<file path="src/rtl/core/jbpq_pkg.sv">
// Shared types, constants and codes for the jitter buffer playout queue.
// Used by jbpq_ctrl, jbpq_dp and the top module; depends on nothing.
package jbpq_pkg;

  localparam int unsigned QUEUE_DEPTH = 64;  // power of two
  localparam int unsigned DEPTH_W     = $clog2(QUEUE_DEPTH);
  localparam int unsigned CNT_W       = DEPTH_W + 1;
  localparam int unsigned US_PER_MS   = 1000;
  localparam int unsigned US_PER_S    = 1000000;
  localparam int unsigned NUM_W       = 52;
  localparam int unsigned DIV_CNT_W   = $clog2(NUM_W + 1);

  typedef enum logic [1:0] {
    CFG_TARGET = 2'd0,
    CFG_MAX    = 2'd1,
    CFG_FACTOR = 2'd2,
    CFG_RATE   = 2'd3
  } cfg_idx_e;

  typedef enum logic [2:0] {
    ST_INSERTED = 3'd0,
    ST_FULL     = 3'd1,
    ST_POPPED   = 3'd2,
    ST_EMPTY    = 3'd3,
    ST_EARLY    = 3'd4,
    ST_LATE     = 3'd5
  } status_e;

  localparam logic KIND_INSERT = 1'b0;

  typedef struct packed {
    logic        kind;
    logic [47:0] arrival_us;
    logic [23:0] jitter_us;
    logic [31:0] media_stamp;
    logic [15:0] seq_number;
    logic [15:0] data_handle;
    logic [10:0] data_bytes;
    logic [47:0] now_us;
    logic [10:0] room_bytes;
  } in_t;

  typedef struct packed {
    logic [2:0]  status;
    logic [15:0] out_handle;
    logic [10:0] out_bytes;
    logic [15:0] out_seq;
    logic [31:0] out_stamp;
    logic [31:0] loss_total;
  } out_t;

  typedef struct packed {
    logic [47:0] play_time;
    logic [31:0] stamp;
    logic [15:0] seq;
    logic [15:0] handle;
    logic [10:0] bytes;
  } entry_t;

  typedef struct packed {
    logic    load;
    logic    mul;
    logic    dly;
    logic    sum;
    logic    scan;
    logic    shift;
    logic    ins;
    logic    pop_rd;
    logic    pop_chk;
    logic    div;
    logic    finish;
    status_e status;
  } cmd_t;

  typedef struct packed {
    logic in_kind;
    logic full;
    logic empty;
    logic scan_stop;
    logic shift_done;
    logic early;
    logic div_done;
    logic late;
    logic out_free;
  } sts_t;

endpackage

</file>
<file path="src/rtl/core/jbpq_ctrl.sv">
// Sequencer for the playout queue: walks insert and playout requests through
// the datapath steps. Depends on jbpq_pkg.
module jbpq_ctrl (
  input  logic          clk_i,
  input  logic          rst_ni,
  input  logic          in_valid_i,
  output logic          in_ready_o,
  input  jbpq_pkg::sts_t sts_i,
  output jbpq_pkg::cmd_t cmd_o
);

  typedef enum logic [11:0] {
    S_IDLE    = 12'b000000000001,
    S_MUL     = 12'b000000000010,
    S_DLY     = 12'b000000000100,
    S_SUM     = 12'b000000001000,
    S_SCAN    = 12'b000000010000,
    S_SHIFT   = 12'b000000100000,
    S_INS     = 12'b000001000000,
    S_POP_RD  = 12'b000010000000,
    S_POP_CHK = 12'b000100000000,
    S_DIV     = 12'b001000000000,
    S_LATE    = 12'b010000000000,
    S_FINISH  = 12'b100000000000
  } state_e;

  state_e            state_q, state_d;
  jbpq_pkg::status_e status_q, status_d;

  assign in_ready_o = (state_q == S_IDLE);

  always_comb begin
    state_d  = state_q;
    status_d = status_q;
    cmd_o    = '0;
    cmd_o.status = status_q;
    case (state_q)
      S_IDLE: begin
        if (in_valid_i) begin
          cmd_o.load = 1'b1;
          if (sts_i.in_kind == jbpq_pkg::KIND_INSERT) begin
            if (sts_i.full) begin
              status_d = jbpq_pkg::ST_FULL;
              state_d  = S_FINISH;
            end else begin
              state_d = S_MUL;
            end
          end else if (sts_i.empty) begin
            status_d = jbpq_pkg::ST_EMPTY;
            state_d  = S_FINISH;
          end else begin
            state_d = S_POP_RD;
          end
        end
      end
      S_MUL: begin
        cmd_o.mul = 1'b1;
        state_d   = S_DLY;
      end
      S_DLY: begin
        cmd_o.dly = 1'b1;
        state_d   = S_SUM;
      end
      S_SUM: begin
        cmd_o.sum = 1'b1;
        state_d   = S_SCAN;
      end
      S_SCAN: begin
        cmd_o.scan = 1'b1;
        if (sts_i.scan_stop) begin
          state_d = S_SHIFT;
        end
      end
      S_SHIFT: begin
        cmd_o.shift = 1'b1;
        if (sts_i.shift_done) begin
          state_d = S_INS;
        end
      end
      S_INS: begin
        cmd_o.ins = 1'b1;
        status_d  = jbpq_pkg::ST_INSERTED;
        state_d   = S_FINISH;
      end
      S_POP_RD: begin
        cmd_o.pop_rd = 1'b1;
        state_d      = S_POP_CHK;
      end
      S_POP_CHK: begin
        cmd_o.pop_chk = 1'b1;
        if (sts_i.early) begin
          status_d = jbpq_pkg::ST_EARLY;
          state_d  = S_FINISH;
        end else begin
          state_d = S_DIV;
        end
      end
      S_DIV: begin
        cmd_o.div = 1'b1;
        if (sts_i.div_done) begin
          state_d = S_LATE;
        end
      end
      S_LATE: begin
        status_d = sts_i.late ? jbpq_pkg::ST_LATE : jbpq_pkg::ST_POPPED;
        state_d  = S_FINISH;
      end
      S_FINISH: begin
        cmd_o.finish = 1'b1;
        if (sts_i.out_free) begin
          state_d = S_IDLE;
        end
      end
      default: begin
        state_d = S_IDLE;
      end
    endcase
  end

  always_ff @(posedge clk_i or negedge rst_ni) begin
    if (!rst_ni) begin
      state_q  <= S_IDLE;
      status_q <= jbpq_pkg::ST_INSERTED;
    end else begin
      state_q  <= state_d;
      status_q <= status_d;
    end
  end

endmodule

</file>
<file path="config.mk">
export PLATFORM = sky130hd
export DESIGN_NAME = jbpq_ctrl
export DESIGN_NICKNAME = d
export VERILOG_FILES = /design/src/rtl/core/jbpq_pkg.sv /design/src/rtl/core/jbpq_ctrl.sv
export SDC_FILE = /design/constraint.sdc
export NUM_CORES = 1
export LEC_CHECK = 0
export BUFFER_PORTS_ARGS = -buffer_cell sky130_fd_sc_hd__buf_2
export CAP_MARGIN = 20
export CORE_UTILIZATION = 45
export CTS_CLUSTER_DIAMETER = 80
export CTS_CLUSTER_SIZE = 12
export DETAILED_ROUTE_END_ITERATION = 16
export PLACE_DENSITY_LB_ADDON = 0.15
export SYNTH_ARGS = -nofsm -noshare
export SYNTH_HDL_FRONTEND = slang
export SYNTH_SLANG_ARGS = --single-unit
</file>
<file path="constraint.sdc">
create_clock -name clk_i -period 4.2 [get_ports clk_i]
set_input_delay 0.21 -clock clk_i [delete_from_list [all_inputs] [get_ports clk_i]]
set_output_delay 0.21 -clock clk_i [all_outputs]
set_load 0.02 [all_outputs]
</file>
==> metrics.yaml <==
synth_ff_type: "dfrtp_1"
die_y_microns: 49.90
setup_violations: 0
required_ns: 3.99
outcome: "complete, no violations"
yosys.area.top_type: "dfrtp_1"
synthTopCellsByArea: "dfrtp_1, nor3_1, nor3b_1"
rows: 16
cts_root_buf: "clkbuf_4"
synth-adder-area-share: 0
placed_area_sq_mm: 0.001149
synth-xor-area-share: 0.03394
postCtsSetupRepairBufs: 0
yosysWarnings: 0
drc: 0
synthMuxAreaShare: 0.02061
arrival_ns: 2.39
synth_area_sq_mm: 0.001032
synth_async_sr_flop_share: 1.000
numPortBuffers: 26
crit_chain: "or4_1 -> or4_1 -> nor3_1 -> buf_2"
synth_top_family_by_area: "simple AND/OR/NAND/NOR gates"
netlist_instances: 117
drv_slew: 0
synth.ff_latch_count: 15
antenna_left: 0
area_delta_synth_final_pct: 14.91
syn-num-nets: 129
core_sq_mm: 0.002062
grt_pass1_wl_mm: 3.788
dpl.cell_count: 161
synth-edff-count: 0
relSlewSlack: 0.5582
die_w_microns: 49.90
grt_antenna_before_repair: 0
path_max_fanout: 12
dp.final_hpwl_mm: 1.772
drtIter0Drc: 36
grt_pass1_vias: 815
finalCriticalPeriod_ns: 2.603
cts_buffer_depth: 2
cap_violations: 0
cts_tree: "built"
finalWirelength_mm: 2.369
fmax_mhz: 384.2
synth_top_area_share: 0.3394
start_util: 0.5006
io_pins: 27
synth_cell_types: 42
hold_viol: 0
rsz0062_at_grt: "false"
min_period_over_period: 0.6198
tns_ns: 0
wl_per_cell_microns: 14.27
fin_cells: 166
gp_congestion: 0.8697
numCtsBuffers: 3
syn_area_per_cell_sq_um: 8.823
cpMostUsedCell: "or4_1"
worstSkewPairLatency_ns: 0.28
critPathKind: "reg2out"
power.density_mw_per_mm2: 446.7
numClockSinks: 15
grt_start_max_net_pins: 16
via_per_inst: 5.958
insertedDiodeCount: 0
stdcell_area_sq_mm: 0.001186
finClkSkew_ns: 0.001727
p_leak_nw: 0.5703
cp_slowest_cell: "or4_1"
drive_above_1_share: 0.2734
htreeDepth: 1
nNetsFinal: 152
setup_ws_ns: 1.597
synthSimpleGateAreaFrac: 0.4024
vias: 989
dp_slack_ns: 1.823
globalRouteOverflowTotal: 0
synth_compound_area_frac: 0.1103
ys_seq_area_frac: 0.3648
final_util: 0.5752
die_area_sq_mm: 0.002490
start_kind: "register"
peakVddDrop_mv: 0.3095
drt_pass1_iterations: 7
grt_util_all_layers: 0.2056
worst_pin_slew_ns: 0.6567
clkTransAtPathRegs_ns: 0.09
slowest_delay_ns: 0.64
min_path_type: "in2reg"
cp_num_buf_inv: 1
path_delay_family: "simple AND/OR/NAND/NOR gates"
endpoint_kind: "output port"
==> timing repair <==
action | in CTS | in global routing
gates resized for setup | 0 | 0
hold endpoints to repair | 14 | 0
hold buffers | 1 | 0
==> layout make-up <==
type / instances / area (sq um)
clock buffers: 3 / 22.52
clock inverters: 1 / 5.005
fillers: 199 / 875.8
inverters: 6 / 22.52
multi-input cells: 87 / 585.6
flip-flops and latches: 15 / 376.6
well taps: 27 / 33.78
repair buffers: 27 / 140.1
==> cell usage in the layout, fill, tap and decap left out, types with 4 or more instances in the layout <==
master	n
buf_2	26
dfrtp_1	14
nor3_1	9
nor2_1	7
o21ai_0	7
inv_1	6
or4_1	5
nand2_1	5
nor3b_1	5
nor4_1	4
==> kinds of logic after synthesis <==
group                  Yosys count
XOR/XNOR                         4
buffers and inverters           15
flip-flops                      15
multiplexers                     2
AND/OR/NAND/NOR                 63
AO/OA/AOI/OAI                   18
==> registers in the layout, summed over array words and instances, names as in the netlist <==
signal / count
state_q: 12
status_q: 3
==> per-layer routing <==
metal | routed length (microns) | vias up | global-route usage
met1 | 1137 | 452 | 0.3027
met5 | 0 | - | 0
li1 | - | 481 | -
met2 | 1045 | 49 | 0.2950
met4 | 44 | 0 | 0.07143
met3 | 141 | 7 | 0.04012
==> final timing paths <==
kind | start | slack, ns | cells past startpoint | end
worst min-delay path | sts_i[7] | 0.09 | 2 | state_q[1]
min in group asynchronous | rst_ni | 0.35 | 2 | state_q[10]
worst max-delay path | state_q[9] | 1.60 | 4 | cmd_o[8]
worst min register to register | status_q[0] | 0.49 | 1 | status_q[0]
max in group asynchronous | rst_ni | 3.55 | 2 | state_q[0]
worst max register to register | state_q[1] | 1.77 | 5 | status_q[1]
==> cell usage after synthesis (2+ instances only) <==
library cell and number:
nor2_1 7, dfrtp_1 14, and3_1 3, a21oi_1 2, nor3_1 9, and4_1 2
or4_4 2, nor4_1 4, nand2b_1 3, o21ai_0 7, nor2b_1 2, nor3b_1 5
nand2_1 5, clkbuf_1 5, nand4_1 2, xor2_1 2, or4b_1 2, nand3_1 3
nand3b_1 2, inv_1 6, nor4b_1 3, o21a_1 2, xnor2_1 2, or4_1 5
==> per-stage QoR <==
stage	hold WS (ns)	total power (W)
2_1_floorplan	-0.08559	0.0003808
4_1_cts	0.07836	0.0005314
3_5_place_dp	0.1357	0.0004438
5_1_grt	0.06908	0.0005712
6_report	0.08921	0.0005298
3_3_place_gp	0.1341	0.0004416
==> power breakdown <==
| part | switching [W] | internal [W] |
|---|---|---|
| clock network | 0.0000487 | 0.0000354 |
| logic | 0.000149 | 0.000103 |
| registers | 0.0000279 | 0.000166 |
| total | 0.000225 | 0.000305 |
Power figures use the tool's default switching activity.
